File: config.mk
export PLATFORM = sky130hd
export DESIGN_NAME = write_ring_offset_lookup_unit
export DESIGN_NICKNAME = d
export VERILOG_FILES = /design/src/rtl/wrol_pkg.sv /design/src/rtl/write_ring_offset_lookup_unit.sv /design/src/rtl/wrol_ram.sv /design/src/rtl/wrol_step.sv
export SDC_FILE = /design/constraint.sdc
export NUM_CORES = 1
export LEC_CHECK = 0
export ABC_AREA = 1
export BUFFER_PORTS_ARGS = -buffer_cell sky130_fd_sc_hd__buf_2
export CAP_MARGIN = 20
export CORE_MARGIN = 2
export CORE_UTILIZATION = 45
export DETAILED_ROUTE_END_ITERATION = 6
export PLACE_DENSITY = 0.72
export SLEW_MARGIN = 20
export SYNTH_ARGS = -nofsm -noshare
export SYNTH_HDL_FRONTEND = slang
export SYNTH_SLANG_ARGS = --single-unit
File: constraint.sdc
create_clock -name i_clk -period 9.32 [get_ports i_clk]
set_clock_uncertainty 0.1 [all_clocks]
set_input_delay 1.398 -clock i_clk [delete_from_list [all_inputs] [get_ports i_clk]]
set_output_delay 1.398 -clock i_clk [all_outputs]
set_load 0.05 [all_outputs]
File: src/rtl/wrol_pkg.sv
// ----------------------------------------------------------------------------
// wrol_pkg: shared constants of the write ring offset lookup unit
// Field widths and command codes that the unit and its checker share.
// ----------------------------------------------------------------------------
package wrol_pkg;

    localparam int HANDLE_W = 32;
    localparam int OFFSET_W = 24;

    localparam logic CMD_ADD  = 1'b0;
    localparam logic CMD_FIND = 1'b1;

endpackage

File: src/rtl/write_ring_offset_lookup_unit.sv
// ----------------------------------------------------------------------------
// write_ring_offset_lookup_unit: ring of write records with offset lookup
// Sequence: an add reads the slot it overwrites, writes it and then presents
// the result; a find walks 1..RING_DEPTH records, one record per cycle
// through the shared accumulate/compare unit and the single RAM read port;
// a find on an empty ring answers in the cycle after accept.
// Throughput: one transaction at a time; next accept after the result is taken.
// Reset: synchronous active low; clears slot pointers, full flag and all valid bits.
// ----------------------------------------------------------------------------
module write_ring_offset_lookup_unit #(
    parameter int RING_DEPTH = 16,
    parameter int SIZE_BITS  = 20
) (
    input  logic                          i_clk,
    input  logic                          i_rst_n,
    // input channel
    input  logic                          i_in_valid,
    output logic                          o_in_ready,
    input  logic                          i_command,
    input  logic [wrol_pkg::HANDLE_W-1:0] i_entry_handle,
    input  logic [SIZE_BITS-1:0]          i_entry_size,
    input  logic [wrol_pkg::OFFSET_W-1:0] i_char_offset,
    // output channel
    output logic                          o_out_valid,
    input  logic                          i_out_ready,
    output logic                          o_found,
    output logic [wrol_pkg::HANDLE_W-1:0] o_found_handle,
    output logic [SIZE_BITS-1:0]          o_found_size,
    output logic [SIZE_BITS-1:0]          o_byte_in_entry,
    output logic                          o_evicted,
    output logic [wrol_pkg::HANDLE_W-1:0] o_evicted_handle,
    output logic                          o_ring_full
);

    localparam int IDX_W  = $clog2(RING_DEPTH);
    localparam int ACC_W  = SIZE_BITS + IDX_W;
    localparam int DATA_W = wrol_pkg::HANDLE_W + SIZE_BITS;

    // Sequencer states
    localparam logic [2:0] ST_IDLE   = 3'd0;
    localparam logic [2:0] ST_ADD_RD = 3'd1;
    localparam logic [2:0] ST_ADD_WR = 3'd2;
    localparam logic [2:0] ST_FIND_RD = 3'd3;
    localparam logic [2:0] ST_WALK   = 3'd4;
    localparam logic [2:0] ST_OUT    = 3'd5;

    localparam logic [IDX_W-1:0] LAST_IDX = IDX_W'(RING_DEPTH - 1);

    // Control state
    logic [2:0]            r_state, n_state;
    logic [IDX_W-1:0]      r_ws, n_ws;
    logic [IDX_W-1:0]      r_os, n_os;
    logic                  r_full, n_full;
    logic [RING_DEPTH-1:0] r_valid, n_valid;
    logic                  r_rd_vld;

    // Working registers of the current transaction
    logic [IDX_W-1:0]              r_idx, n_idx;
    logic [IDX_W-1:0]              r_cnt, n_cnt;
    logic [ACC_W-1:0]              r_acc, n_acc;
    logic [wrol_pkg::HANDLE_W-1:0] r_hnd, n_hnd;
    logic [SIZE_BITS-1:0]          r_sz, n_sz;
    logic [wrol_pkg::OFFSET_W-1:0] r_off, n_off;

    // Result registers
    logic                          r_found, n_found;
    logic [wrol_pkg::HANDLE_W-1:0] r_fhnd, n_fhnd;
    logic [SIZE_BITS-1:0]          r_fsz, n_fsz;
    logic [SIZE_BITS-1:0]          r_fbyte, n_fbyte;
    logic                          r_ev, n_ev;
    logic [wrol_pkg::HANDLE_W-1:0] r_evh, n_evh;

    // RAM and datapath wires
    logic                          w_we;
    logic [IDX_W-1:0]              w_raddr;
    logic [DATA_W-1:0]             w_rdata;
    logic [wrol_pkg::HANDLE_W-1:0] w_rec_hnd;
    logic [SIZE_BITS-1:0]          w_rec_sz;
    logic [IDX_W-1:0]              w_nidx;
    logic                          w_hit;
    logic [ACC_W-1:0]              w_sum;
    logic [SIZE_BITS-1:0]          w_byte;
    logic                          w_accept;

    assign o_in_ready = (r_state == ST_IDLE);
    assign w_accept   = i_in_valid && o_in_ready;

    // Advance the walk index with wrap at the ring depth
    assign w_nidx = (r_idx == LAST_IDX) ? '0 : r_idx + 1'b1;

    // While walking, fetch the next record ahead so one record is checked per cycle
    assign w_raddr = (r_state == ST_WALK) ? w_nidx : r_idx;
    assign w_we    = (r_state == ST_ADD_WR);

    // A slot never written reads as an empty record
    assign w_rec_hnd = r_rd_vld ? w_rdata[DATA_W-1 -: wrol_pkg::HANDLE_W] : '0;
    assign w_rec_sz  = r_rd_vld ? w_rdata[SIZE_BITS-1:0] : '0;

    wrol_ram #(
        .WIDTH (DATA_W),
        .DEPTH (RING_DEPTH)
    ) u_ram (
        .i_clk   (i_clk),
        .i_we    (w_we),
        .i_waddr (r_ws),
        .i_wdata ({r_hnd, r_sz}),
        .i_raddr (w_raddr),
        .o_rdata (w_rdata)
    );

    wrol_step #(
        .SIZE_BITS (SIZE_BITS),
        .ACC_W     (ACC_W)
    ) u_step (
        .i_acc      (r_acc),
        .i_size     (w_rec_sz),
        .i_offset   (r_off),
        .o_hit      (w_hit),
        .o_next_acc (w_sum),
        .o_byte     (w_byte)
    );

    always_comb begin
        n_state = r_state;
        n_ws    = r_ws;
        n_os    = r_os;
        n_full  = r_full;
        n_valid = r_valid;
        n_idx   = r_idx;
        n_cnt   = r_cnt;
        n_acc   = r_acc;
        n_hnd   = r_hnd;
        n_sz    = r_sz;
        n_off   = r_off;
        n_found = r_found;
        n_fhnd  = r_fhnd;
        n_fsz   = r_fsz;
        n_fbyte = r_fbyte;
        n_ev    = r_ev;
        n_evh   = r_evh;

        case (r_state)
            ST_IDLE: begin
                if (w_accept) begin
                    // Latch the transaction and clear the result fields
                    n_hnd   = i_entry_handle;
                    n_sz    = i_entry_size;
                    n_off   = i_char_offset;
                    n_acc   = '0;
                    n_cnt   = '0;
                    n_found = 1'b0;
                    n_fhnd  = '0;
                    n_fsz   = '0;
                    n_fbyte = '0;
                    n_ev    = 1'b0;
                    n_evh   = '0;
                    if (i_command == wrol_pkg::CMD_ADD) begin
                        n_idx   = r_ws;
                        n_state = ST_ADD_RD;
                    end else if (!r_full && (r_ws == r_os)) begin
                        // Empty ring: answer not-found at once
                        n_state = ST_OUT;
                    end else begin
                        n_idx   = r_os;
                        n_state = ST_FIND_RD;
                    end
                end
            end
            ST_ADD_RD: begin
                // Read the slot about to be overwritten
                n_state = ST_ADD_WR;
            end
            ST_ADD_WR: begin
                n_valid[r_ws] = 1'b1;
                n_ev          = r_full;
                n_evh         = r_full ? w_rec_hnd : '0;
                n_ws          = (r_ws == LAST_IDX) ? '0 : r_ws + 1'b1;
                if (r_full) begin
                    // Drop the oldest record along with the overwrite
                    n_os = n_ws;
                end else if (n_ws == r_os) begin
                    n_full = 1'b1;
                end
                n_state = ST_OUT;
            end
            ST_FIND_RD: begin
                n_state = ST_WALK;
            end
            ST_WALK: begin
                if ((w_rec_hnd == '0) || (w_rec_sz == '0)) begin
                    n_state = ST_OUT;
                end else if (w_hit) begin
                    n_found = 1'b1;
                    n_fhnd  = w_rec_hnd;
                    n_fsz   = w_rec_sz;
                    n_fbyte = w_byte;
                    n_state = ST_OUT;
                end else begin
                    n_acc = w_sum;
                    if ((!r_full && (w_nidx == r_ws)) || (r_cnt == LAST_IDX)) begin
                        n_state = ST_OUT;
                    end else begin
                        n_idx = w_nidx;
                        n_cnt = r_cnt + 1'b1;
                    end
                end
            end
            ST_OUT: begin
                // Hold the result until the sink takes it
                if (i_out_ready) begin
                    n_state = ST_IDLE;
                end
            end
            default: begin
                n_state = ST_IDLE;
            end
        endcase
    end

    // Control registers
    always_ff @(posedge i_clk) begin
        if (!i_rst_n) begin
            r_state <= ST_IDLE;
            r_ws    <= '0;
            r_os    <= '0;
            r_full  <= 1'b0;
            r_valid <= '0;
        end else begin
            r_state <= n_state;
            r_ws    <= n_ws;
            r_os    <= n_os;
            r_full  <= n_full;
            r_valid <= n_valid;
        end
    end

    // Payload registers
    always_ff @(posedge i_clk) begin
        r_rd_vld <= r_valid[w_raddr];
        r_idx    <= n_idx;
        r_cnt    <= n_cnt;
        r_acc    <= n_acc;
        r_hnd    <= n_hnd;
        r_sz     <= n_sz;
        r_off    <= n_off;
        r_found  <= n_found;
        r_fhnd   <= n_fhnd;
        r_fsz    <= n_fsz;
        r_fbyte  <= n_fbyte;
        r_ev     <= n_ev;
        r_evh    <= n_evh;
    end

    assign o_out_valid      = (r_state == ST_OUT);
    assign o_found          = r_found;
    assign o_found_handle   = r_fhnd;
    assign o_found_size     = r_fsz;
    assign o_byte_in_entry  = r_fbyte;
    assign o_evicted        = r_ev;
    assign o_evicted_handle = r_evh;
    assign o_ring_full      = r_full;

endmodule

File: src/rtl/wrol_ram.sv
// ----------------------------------------------------------------------------
// wrol_ram: generic single-write, single-read RAM
// One write port and one read port with registered read data.
// ----------------------------------------------------------------------------
module wrol_ram #(
    parameter int WIDTH = 8,
    parameter int DEPTH = 16
) (
    input  logic                     i_clk,
    input  logic                     i_we,
    input  logic [$clog2(DEPTH)-1:0] i_waddr,
    input  logic [WIDTH-1:0]         i_wdata,
    input  logic [$clog2(DEPTH)-1:0] i_raddr,
    output logic [WIDTH-1:0]         o_rdata
);

    logic [WIDTH-1:0] r_mem [DEPTH];
    logic [WIDTH-1:0] r_rdata;

    always_ff @(posedge i_clk) begin
        if (i_we) begin
            r_mem[i_waddr] <= i_wdata;
        end
        r_rdata <= r_mem[i_raddr];
    end

    assign o_rdata = r_rdata;

endmodule

File: src/rtl/wrol_step.sv
// ----------------------------------------------------------------------------
// wrol_step: accumulate and compare unit of the offset walk
// Adds one record size to the running offset and checks whether the
// requested offset falls inside that record.
// ----------------------------------------------------------------------------
module wrol_step #(
    parameter int SIZE_BITS = 20,
    parameter int ACC_W     = 24
) (
    input  logic [ACC_W-1:0]              i_acc,
    input  logic [SIZE_BITS-1:0]          i_size,
    input  logic [wrol_pkg::OFFSET_W-1:0] i_offset,
    output logic                          o_hit,
    output logic [ACC_W-1:0]              o_next_acc,
    output logic [SIZE_BITS-1:0]          o_byte
);

    localparam int CMP_W = (ACC_W > wrol_pkg::OFFSET_W) ? ACC_W : wrol_pkg::OFFSET_W;

    logic [CMP_W-1:0] w_acc;
    logic [CMP_W-1:0] w_sum;
    logic [CMP_W-1:0] w_off;
    logic [CMP_W-1:0] w_diff;

    assign w_acc  = CMP_W'(i_acc);
    assign w_off  = CMP_W'(i_offset);
    assign w_sum  = w_acc + CMP_W'(i_size);
    assign w_diff = w_off - w_acc;

    assign o_hit      = (w_off < w_sum);
    assign o_next_acc = w_sum[ACC_W-1:0];
    assign o_byte     = w_diff[SIZE_BITS-1:0];

endmodule

Yosys cells after proc, flatten, opt, wreduce, memory -nomap -nowiden
Memories as Yosys holds them, arrays and structs flattened. A register that Yosys moved wholly into a read port is not among the register bits.
Index checks and enable logic that the tools add are counted.
- bits in registers: 243
- bits in latches: 0
- memory bits (writable): 832
- memory bits (read-only): 0
- bits of input ports: 81
- output and inout bits: 109
- logic and storage cells: 123
- memories kept: 1
- add/sub/neg operators: 5
- multiply operators: 0
- div/mod/pow operators: 0
- order comparisons: 4
- equal/unequal tests: 19
- shifts and indexed selects: 0
- muxes and demuxes: 55
- bitwise logic cells: 1
- reduce and logical (&&, ||, !) cells: 20
- memories (name ; depth ; width ; rd ports ; clocked after Yosys merged registers in ; write ports ; line ; text):
    u_ram.r_mem ; 16 ; 52 ; 1 ; 1 ; 1 ; wrol_ram.sv:17 ; logic [WIDTH-1:0] r_mem [DEPTH];
- operators by type and width (cell ; number):
    two-way mux 32 bit ; 5
    one-hot mux 32 bit (2 select lines) ; 2
    two-way mux 20 bit ; 6
    one-hot mux 20 bit (2 select lines) ; 2
    two-way mux 24 bit ; 3
    two-way mux 4 bit ; 13
    one-hot mux 24 bit (2 select lines) ; 1
    zero test 32 bit ; 1
    adder 24 x 20 -> 24 bit ; 1
    < comparator 24 bit ; 1
    two-way mux 3 bit ; 7
    zero test 20 bit ; 1
    subtractor 20 bit ; 1
    one-hot mux 3 bit (6 select lines) ; 1
    OR 16 bit ; 1
    one-hot mux 4 bit (2 select lines) ; 2
    adder 4 x 1 -> 4 bit (second input constant) ; 3
    equality test 4 bit ; 3
    equality test 4 bit (second input constant) ; 3
    < comparator 4 x 5 -> 1 bit (second input constant) ; 2
    two-way mux 1 bit ; 9
    AND reduction 4 bit ; 2
    equality test 3 x 2 -> 1 bit (second input constant) ; 2
    equality test 3 bit (second input constant) ; 2
    other kinds (18) ; 30

Longest topological paths before layout
Gate-level depths: netlist (run 1).
- depth after elaboration: 9
- depth in mapped cells: 27
- gate-level depth less buffers: 25

Modules after synthesis
A second synthesis (run 1) with hierarchy kept.
- cell total of the unflattened synthesis: 4950
- area total of the unflattened synthesis: 49707.7 um^2
- by module, submodules not included (module ; times used ; cells each ; area each (um^2) ; seq. area each (um^2)):
    wrol_ram ; 1 ; 3426 ; 36511.3 ; 26025.0
    write_ring_offset_lookup_unit ; 1 ; 820 ; 9569.2 ; 7006.7
    wrol_step ; 1 ; 704 ; 3627.2 ; 0.0

Least setup slack after synthesis (run 1)
Ideal clock, no wire load.
- path kind: register to register
- start point: register r_rd_vld
- end point: register r_fbyte[0], in the netlist o_byte_in_entry[0], enable pin
- setup time: 612 ps
- arrival time: 8444 ps
- data required time: 8608 ps
- slack: 165 ps
- stages on the path, launching flop included: 24
- buffers on the path: 2
- period minus slack after synthesis: 9155 ps
- cell sequence: dfxtp_1 clkbuf_1 buf_2 nand2_1 inv_1 ha_1 fa_1 nand3_1 nand2_1 a21boi_0 o21ai_0 nand2_1 nand2_1 xnor2_1 ha_1 nand2_1 inv_1 nand2_1 nand2_1 nand2_1 nand2_1 a21oi_1 nand2_1 o31ai_1
- cells in the longest elaborated chain, start to end: 5
- RTL lines (what ; line ; text):
    start: declaration ; write_ring_offset_lookup_unit.sv:55 ; logic r_rd_vld;
    start signal: assignment ; write_ring_offset_lookup_unit.sv:239 ; r_rd_vld <= r_valid[w_raddr];
    two-way mux 20 bit * ; write_ring_offset_lookup_unit.sv:97 ; assign w_rec_sz = r_rd_vld ? w_rdata[SIZE_BITS-1:0] : '0;
    via u_step.i_size[0] ; wrol_step.sv:11 ; input logic [SIZE_BITS-1:0] i_size,
    adder 24 x 20 -> 24 bit / zero test 20 bit (equally long branches) ; wrol_step.sv:27, write_ring_offset_lookup_unit.sv:190 ;
    < comparator 24 bit / logical OR 1 bit (equally long branches) ; wrol_step.sv:30, write_ring_offset_lookup_unit.sv:190 ;
    inequality test 2 x 1 -> 1 bit (no source line) / inequality test 2 bit (equally long branches) ; - ;
    AND reduction 4 bit (no source line) * ; - ;
    end signal: assignment ; write_ring_offset_lookup_unit.sv:249 ; r_fbyte <= n_fbyte;
    end: declaration ; write_ring_offset_lookup_unit.sv:69 ; logic [SIZE_BITS-1:0] r_fbyte, n_fbyte;
Mark *: on every way through the listed nets, which the timed path passes. The rest lies on a longest branch.
A chain may end at the register's enable or synchronous reset.

Worst setup path after layout (run 1)
- start point: register r_state[0]
- end point: register u_ram.r_rdata[26], in the netlist u_ram.o_rdata[26], read port of u_ram.r_mem
- cells in the longest elaborated chain, start to end: 2
- RTL lines (what ; line ; text):
    start: declaration ; write_ring_offset_lookup_unit.sv:50 ; logic [2:0] r_state, n_state;
    start signal: assignment ; write_ring_offset_lookup_unit.sv:229 ; r_state <= n_state;
    equality test 3 bit ; write_ring_offset_lookup_unit.sv:92 ; assign w_raddr = (r_state == ST_WALK) ? w_nidx : r_idx;
    two-way mux 4 bit ; write_ring_offset_lookup_unit.sv:92 ;
    end: declaration ; wrol_ram.sv:18 ; logic [WIDTH-1:0] r_rdata;
No other way between the ends.

==> summary.md, run 1 <==
| Metric | Value |
|---|---|
| Status | finished, final reports clean |
| Clock share of power | between 20 and 25% |
| Internal power | roughly 11 mW |
| Mapped Nets | about 3.9k |
| Placed cell areas | just under 0.05 mm2 |
| Drt first pass iters | 5 |
| Flop pwr share | between 30% and 40% |
| Leakage | around 19 nW |
| DRT antenna net count | 0 |
| Row Count | around 120 |
| Port Buffers | ~190 |
| Fillers | around 8.5k |
| Count of pins over their slew limit | 0 |
| Warnings, synthesis | 0 |
| Compound-Gate Fraction of Synth Area | around 14% |
| Worst vdd ir | ~0.54 mV |
| XOR/XNOR Fraction of Synth Area | less than 1% |
| Sw Pwr | a little under 8 mW |
| CTS sink cnt | 1127 |
| Count of unique library cells instantiated by Yosys | between 40 and 50 |
| Die W | approximately 330 um |
| Simple-gate share of the synthesized area | under 10% |
| CP Max Fanout | 80 |
| Critical path class | flip-flop to flip-flop |
| Pwr Total | around 19 mW |
| Buffers plus inverters on the worst setup path | 4 |
| Cell mode on critical path | buf_4 |
| Gate power share | 39.2% |
| Top-Level Pins | 190 |
| DRC Markers | 0 |
| Synth cell count leaders | edfxtp_1 (1046), nand2_1 (485), o211ai_1 (372) |
| Post-CTS Hold Buffers | 0 |
| Cell Area, Synth | between 0.04 and 0.05 mm2 |
| Minimum clock period | around 5 ns |
| GRT overflow | 0 |
| Syn_area_per_cell | 12.4 um2 |
| Worst setup margin | 4.37 ns |
| Die area | between 0.1 and 0.15 mm2 |
| Max cap viols | 0 |
| CTS tree | done |
| Pin count of the biggest net entering global routing | ~210 |
| Crit path largest cell delay | approximately 0.9 ns |
| WP data required | approximately 10 ns |
| Most common cell in the netlist | edfxtp_1 |
| Clock-pin transition on the worst setup and hold timing paths | about 0.06 ns |
| GRT busiest layer | met2 |
| Least-Margin Pin Slew | about 1.1 ns |
| M2 GR Usage | roughly a third |
| Rel. slew slack | 23.6% |
| Setup TNS | 0 ns |
| CTS H-tree depth | 3 |
| CTS Buffer Depth | 3 |
| Tcrit/Tclk final | 53.1% |
| Sw frac | 41.2% |
| Top cell family by delay on the critical path | buffers and inverters |
| Core area | 0.102 mm2 |
| Number of setup buffers added after CTS | 0 |
| Critical path's slowest cell | buf_4 |
| Hold Violations, Final | 0 |
| Post-synthesis adder-cell area fraction | under 10% |
| Post-synthesis mux area share | 0% |
| All-Layer GR Usage | 22.4% |
| Critical Path AT | ~5.5 ns |
| # setup viols final | 0 |
| Post-synth top area share | roughly two thirds |
| Area growth, synth to finish | 13.0% |
| CTS root buffer | clkbuf_16 |
| First-pass GRT wire length | between 150 and 200 mm |
| M3 GR Usage | between 4 and 5% |
| Nature of the critical path endpoint | flip-flop |
| Hold Path Class | flip-flop to flip-flop |
| CTS buffer count | approximately 110 |
| Layout cells sized above 1 | between 10% and 20% |
| Final Cell Area | around 0.053 mm2 |
| Worst skew pair latency | ~0.72 ns |
| Largest family of logic cells by synthesized area | compound AO/OA/AOI/OAI gates |
| Critical path, cell by cell | nor2_4, nand2_4, inv_4, nand2_1, o21ai_4, buf_4, buf_4, buf_4, o211ai_1, o21ai_1, o21ai_0, o21ai_1 |
| Initial Utilization | 45.5% |
| Async S/R FF share, synth | 0% |
| CP startpoint kind | flip-flop |
| Synthesized flop and latch total | roughly 1.1k |
| Dpl hpwl | 64.1 mm |
| Most area-hungry cell type in the Yosys netlist | edfxtp_1 |
| Post-synth EDFFs | approximately 1.0k |
| Initial antenna violation count | 8 |
| Fin util | about half |
| Met1 Use GR | 31.4% |
| FMAX | approximately 200 MHz |
| Chip Height | between 300 and 400 um |
| Vias per cell | 5.71 |
| GP Congestion | between 0.9 and 1 |
| Placed Instances | between 5k and 6k |
| Syn Inst Count | approximately 3.8k |
| Main synth FF type | edfxtp_1 |
| RSZ-0062 raised after global routing | false |
| Vias in the first global route | just under 30k |
| Worst hold slack | roughly 0.37 ns |
| # resized after CTS | 0 |
| Wirelength, routed | 122 mm |
| Avg WL per Cell | ~23 um |
| Largest cells by area after synthesis | edfxtp_1 (68%), o211ai_1 (6.0%), nand2_1 (3.9%) |
| Setup WS pre-CTS | roughly 4.3 ns |
| Register area share after synthesis | a little under three quarters |
| Cell Pwr Density | about 360 mW/mm2 |
| Final net count | between 4k and 5k |
| Post-Layout Cell Count | between 5k and 6k |
| DR iter-0 viols | roughly 3.8k |
| Via count | 30.5k |
-- routing by layer --
metal  wire [um]  up-vias
met1       50000    14800
met3       12500      284
met4        4270        8
li1            -    13900
met2       54800     1559
met5          46        -
-- state kept, by name, indices dropped and copies added, names as in the netlist, 16 cells and up --
name and cells:
r_sz 20, o_found_handle 32, o_byte_in_entry 20, u_ram.r_mem 832
r_acc 24, r_hnd 32, r_off 24, r_valid 16
u_ram.o_rdata 52, o_evicted_handle 32, o_found_size 20
-- worst min-delay path: stages (launching register included) --
cell and delay (ns):
dfxtp_1 0.32, nor2_1 0.05, nor2_1 0.07
-- power by group through the flow --
stage	Combinational, mW	Sequential [mW]	Clock, mW
2_1_floorplan	4.81	7.53	0
6_report	7.48	6.96	4.64
5_1_grt	8.20	7.01	4.89
3_5_place_dp	7.38	7.04	0
3_3_place_gp	7.24	7.03	0
4_1_cts	7.42	6.95	4.69
-- layout by cell type (no fill, tap or decap), drive strengths merged, types with 15 or more instances in the layout --
master,Yosys,final
dfxtp,81,81
edfxtp,1046,1046
o21ai,374,374
clkinv,0,34
clkbuf,100,147
buf,121,233
nand2,490,490
nand4,17,17
bufinv,0,15
inv,330,332
nor2,283,283
a21oi,285,285
ha,68,68
o211ai,372,372
xnor2,15,15
nand3,110,110
-- worst paths after layout --
| check | startpoint | to | slack [ns] | cells after the start |
|---|---|---|---|---|
| worst max register to register | r_state[0]$_SDFFE_PN0P_ | u_ram.o_rdata[26]$_DFF_P_ | 4.37 | 12 |
| worst max-delay path | r_state[0]$_SDFFE_PN0P_ | u_ram.o_rdata[26]$_DFF_P_ | 4.37 | 12 |
| worst min-delay path | r_valid[3]$_SDFFE_PN0P_ | r_valid[3]$_SDFFE_PN0P_ | 0.37 | 2 |
| worst min register to register | r_valid[3]$_SDFFE_PN0P_ | r_valid[3]$_SDFFE_PN0P_ | 0.37 | 2 |
-- final cells by class --
cell class | instances | area (um2) | area share, %
clock inverters | 60 | 781 | 1.49
multi-input cells | 2078 | 11400 | 21.6
well taps | 1368 | 1710 | 3.26
diodes | 4 | 10.0 | 0.0191
repair buffers | 233 | 1330 | 2.53
inverters | 330 | 1250 | 2.37
clock buffers | 147 | 3040 | 5.79
flip-flops and latches | 1127 | 33000 | 62.9
-- cell families (layout without fill, tap and decap cells) --
group           after synthesis  in the layout
compound gates             1065           1065
xor+xnor                     26             26
fa+ha+maj                    70             70
buf+inv                     551            770
flops                      1127           1127
other cells                   0              4
simple gates                917            917
Power figures use the tool's default switching activity.
==> run 2: changes to the inputs <==
--- a/config.mk
+++ b/config.mk
@@ -5,13 +5,13 @@
 export SDC_FILE = /design/constraint.sdc
 export NUM_CORES = 1
 export LEC_CHECK = 0
-export ABC_AREA = 1
+export ABC_AREA = 0
 export BUFFER_PORTS_ARGS = -buffer_cell sky130_fd_sc_hd__buf_2
 export CAP_MARGIN = 20
 export CORE_MARGIN = 2
 export CORE_UTILIZATION = 45
 export DETAILED_ROUTE_END_ITERATION = 6
-export PLACE_DENSITY = 0.72
+export PLACE_DENSITY = 0.69
 export SLEW_MARGIN = 20
 export SYNTH_ARGS = -nofsm -noshare
 export SYNTH_HDL_FRONTEND = slang
==> constraint.sdc (replaced) <==
create_clock -name i_clk -period 5 [get_ports i_clk]
set_clock_uncertainty 0.1 [all_clocks]
set_input_delay 0.75 -clock i_clk [delete_from_list [all_inputs] [get_ports i_clk]]
set_output_delay 0.75 -clock i_clk [all_outputs]
set_load 0.05 [all_outputs]
==> run 2 against run 1 <==
Worst hold slack worse by 0.25 ns. Area after synthesis fell by 4.0%. Sequential share of layout area rose by 1.5 points. Largest cell class unchanged. Combinational power decreased by 29%. Clock-buffer cell count rose by 1. Synthesized cell count decreased by 22%. Critical path type unchanged. Flip-flop and latch count stayed put. Global-route usage fell by 1.8 points.
==> summary.md, run 2 <==
| Metric | Value |
|---|---|
| Placed Instances | ~4.3k |
| Cell Pwr Density | around 510 mW/mm2 |
| # setup viols final | 0 |
| Initial Utilization | a little under half |
| Syn_area_per_cell | 15.2 um2 |
| Post-synth EDFFs | 1046 |
| GRT overflow | 0 |
| Reg-to-Reg Start | u_ram.o_rdata[0]$_DFF_P_ |
| Dpl hpwl | around 58 mm |
| Setup crit start | u_ram.o_rdata[0]$_DFF_P_ |
| Max FFs per register | about 830 |
| Worst skew pair latency | 0.70 ns |
| Warnings, synthesis | 0 |
| Pin count of the biggest net entering global routing | approximately 120 |
| CTS root buffer | clkbuf_16 |
| Met1 Use GR | 29.8% |
| Sw Pwr | ~7.7 mW |
| DRC Markers | 0 |
| Cell Area, Synth | between 0.04 and 0.05 mm2 |
| Most common cell after layout, fill and taps aside | edfxtp_1 |
| Setup TNS | 0 ns |
| R2r setup slk | around 0.3 ns |
| Vias in the first global route | about 25k |
| Most area-hungry cell type in the Yosys netlist | edfxtp_1 |
| Register area share after synthesis | about three quarters |
| GRT busiest layer | met2 |
| DR iter-0 viols | slightly below 3k |
| Clock share of power | around a third |
| DRT antenna net count | 0 |
| Via count | roughly 26k |
| Count of unique library cells instantiated by Yosys | 65 |
| Avg WL per Cell | 23.4 um |
| R2R depth | 18 |
| WP data required | between 5 and 6 ns |
| Critical path class | flip-flop to flip-flop |
| Vias per cell | approximately 5.7 |
| RSZ-0062 raised after global routing | false |
| FMAX | between 200 and 250 MHz |
| Number of setup buffers added after CTS | 0 |
| Internal power | approximately 18 mW |
| FF+latch area | 0.0330 mm2 |
| Flop pwr share | roughly 46% |
| Synth cell count leaders | edfxtp_1 (1046), nand2_1 (480), nand3_1 (381) |
| First-pass GRT wire length | about 160 mm |
| Tcrit/Tclk final | a little over nine tenths |
| Async S/R FF share, synth | 0% |
| CP startpoint kind | flip-flop |
| Gate power share | 20.3% |
| Main synth FF type | edfxtp_1 |
| Minimum clock period | around 4.7 ns |
| Most common cell in the netlist | edfxtp_1 |
| Top-Level Pins | 190 |
| Leakage | between 15 and 20 nW |
| Clock-pin transition on the worst setup and hold timing paths | 0.06 ns |
| CTS H-tree depth | 3 |
| Most frequent cells in the layout | edfxtp_1 (1046), nand2_1 (478), nand3_1 (381) |
| Nature of the critical path endpoint | flip-flop |
| CTS sink cnt | between 1k and 1.5k |
| Critical Path AT | between 4 and 5 ns |
| Critical path's slowest cell | fa_1 |
| Crit path largest cell delay | 0.43 ns |
| Least-Margin Pin Slew | ~1.2 ns |
| Worst Hold End | r_hnd[19]$_DFFE_PP_ |
| Mapped Nets | between 3k and 4k |
| Wirelength, routed | approximately 110 mm |
| Post-Layout Cell Count | 4519 |
| M3 GR Usage | 3.58% |
| Syn Inst Count | about 2.9k |
| Post-synth top area share | just over 70% |
| Biggest register | u_ram.r_mem |
| Core area | between 0.09 and 0.1 mm2 |
| Critical path, cell by cell | and2_1, ha_1, fa_1, a211oi_2, nor4b_1, a211oi_1, o21ai_0, a31oi_1, xor2_1, ha_1, a21o_1, a21oi_1, a211o_1, a32oi_1, a31oi_1, nand2_1, nand2_4, buf_12 |
| Max cap viols | 0 |
| Die area | roughly 0.1 mm2 |
| Hold Path Class | input port to flip-flop |
| Post-CTS Hold Buffers | 0 |
| Fillers | slightly below 8k |
| FF-to-FF End | o_found_handle[23]$_SDFFCE_PN0P_ |
| CP Max Fanout | 32 |
| Count of pins over their slew limit | 0 |
| Row Count | 115 |
| Chip Height | around 320 um |
| Hold Violations, Final | 0 |
| Hold_sp | i_entry_handle[19] |
| CTS buffer count | between 100 and 150 |
| Area growth, synth to finish | 15.0% |
| Initial antenna violation count | 8 |
| Layout cells sized above 1 | between 10% and 20% |
| Largest cells by area after synthesis | edfxtp_1 (70%), mux4_2 (5.4%), nand3_1 (4.3%) |
| M2 GR Usage | between 30% and 40% |
| GP Congestion | ~0.84 |
| Worst Hold Depth | 1 |
| Final net count | between 3k and 4k |
| Footprint of the multi-input gates | around 0.011 mm2 |
| Port Buffers | 189 |
| Sw frac | between 20% and 30% |
| Rel. slew slack | 22.6% |
| Worst vdd ir | 0.352 mV |
| CTS tree | done |
| CTS Buffer Depth | 3 |
| Drt first pass iters | 5 |
| Status | finished, final reports clean |
| All-Layer GR Usage | around a fifth |
| Die W | between 300 and 400 um |
| Synthesized flop and latch total | ~1.1k |
-- run 2: cell types whose count changed after synthesis, sizes merged, moves of 20 or more --
cell    delta
a21oi    -231
a22oi     +52
and2      +60
and3      +58
buf       -43
clkbuf    -27
inv      -285
mux4     +106
nand3    +271
nor2     -209
o211ai   -364
o21a      +20
o21ai    -345
-- run 2: final cells by class --
class,instances,area share [%]
Tap cell,1287,3.14
Antenna cell,1,0.00488
Inverter,45,0.334
Clock buffer,148,5.90
Timing Repair Buffer,248,3.20
Sequential cell,1127,64.4
Multi-Input combinational cell,1608,21.2
Clock inverter,55,1.77
-- run 2: power by group through the flow --
| stage | combinational (mW) | sequential, mW | clock [mW] |
|---|---|---|---|
| 2_1_floorplan | 3.29 | 12.2 | 0 |
| 3_3_place_gp | 5.19 | 12.0 | 0 |
| 3_5_place_dp | 5.27 | 12.0 | 0 |
| 4_1_cts | 5.30 | 11.8 | 9.00 |
| 5_1_grt | 5.75 | 11.9 | 9.35 |
| 6_report | 5.28 | 11.8 | 8.89 |
-- run 2: cells by family after synthesis --
family,Yosys count,synth area share (%)
muxes,113,5.51
adders and majority gates,70,2.00
xor gates and xnor gates,47,0.923
and+or+nand+nor,1134,11.7
AOI/OAI and AO/OA,244,3.73
buffers and inverters,196,2.05
DFF,1127,74.1
-- run 2: metrics by stage --
stage                     setup slack (ns)  power [mW]  hold WS [ns]  utilization [%]  cell area (um2)
after floorplan                      0.211        15.5         0.335                -            44600
final                                0.300        26.0         0.118             52.2            51300
after detailed placement             0.291        17.3         0.349             48.1            47300
after global placement               0.349        17.2         0.341             48.1            47300
after CTS                            0.223        26.1        0.0806             52.1            51200
after global routing                0.0228        27.0        0.0877             52.2            51300
-- run 2: timing repair --
action                     in CTS  in global routing
gates resized for setup         0                  4
hold endpoints to repair        0                  0
setup endpoints to repair       0                 99
-- run 2: how the worst max path moves through the flow --
stage	endpoint	slack, ns	cells after the start
3_3_place_gp	o_found_handle[15]$_SDFFCE_PN0P_	0.35	18
3_5_place_dp	o_found_handle[12]$_SDFFCE_PN0P_	0.29	18
2_1_floorplan	o_byte_in_entry[0]$_SDFFCE_PN0P_	0.21	19
6_report	o_found_handle[23]$_SDFFCE_PN0P_	0.30	18
5_1_grt	o_found_handle[21]$_SDFFCE_PN0P_	0.02	18
4_1_cts	o_found_handle[21]$_SDFFCE_PN0P_	0.22	18
-- run 2: worst max-delay path: cells and delay by family (launching register included) --
family	cells	cell delay, ns
AOI/OAI and AO/OA	9	1.89
adders and majority gates	3	0.92
and+or+nand+nor	4	0.55
DFF	1	0.34
buffers and inverters	1	0.26
xor gates and xnor gates	1	0.24
-- run 2: routing by layer --
| metal | vias up | share of wire (%) |
|---|---|---|
| li1 | 11500 | - |
| met1 | 12900 | 42 |
| met2 | 1130 | 47 |
| met3 | 173 | 8.3 |
| met4 | 0 | 2.3 |
| met5 | - | 0 |
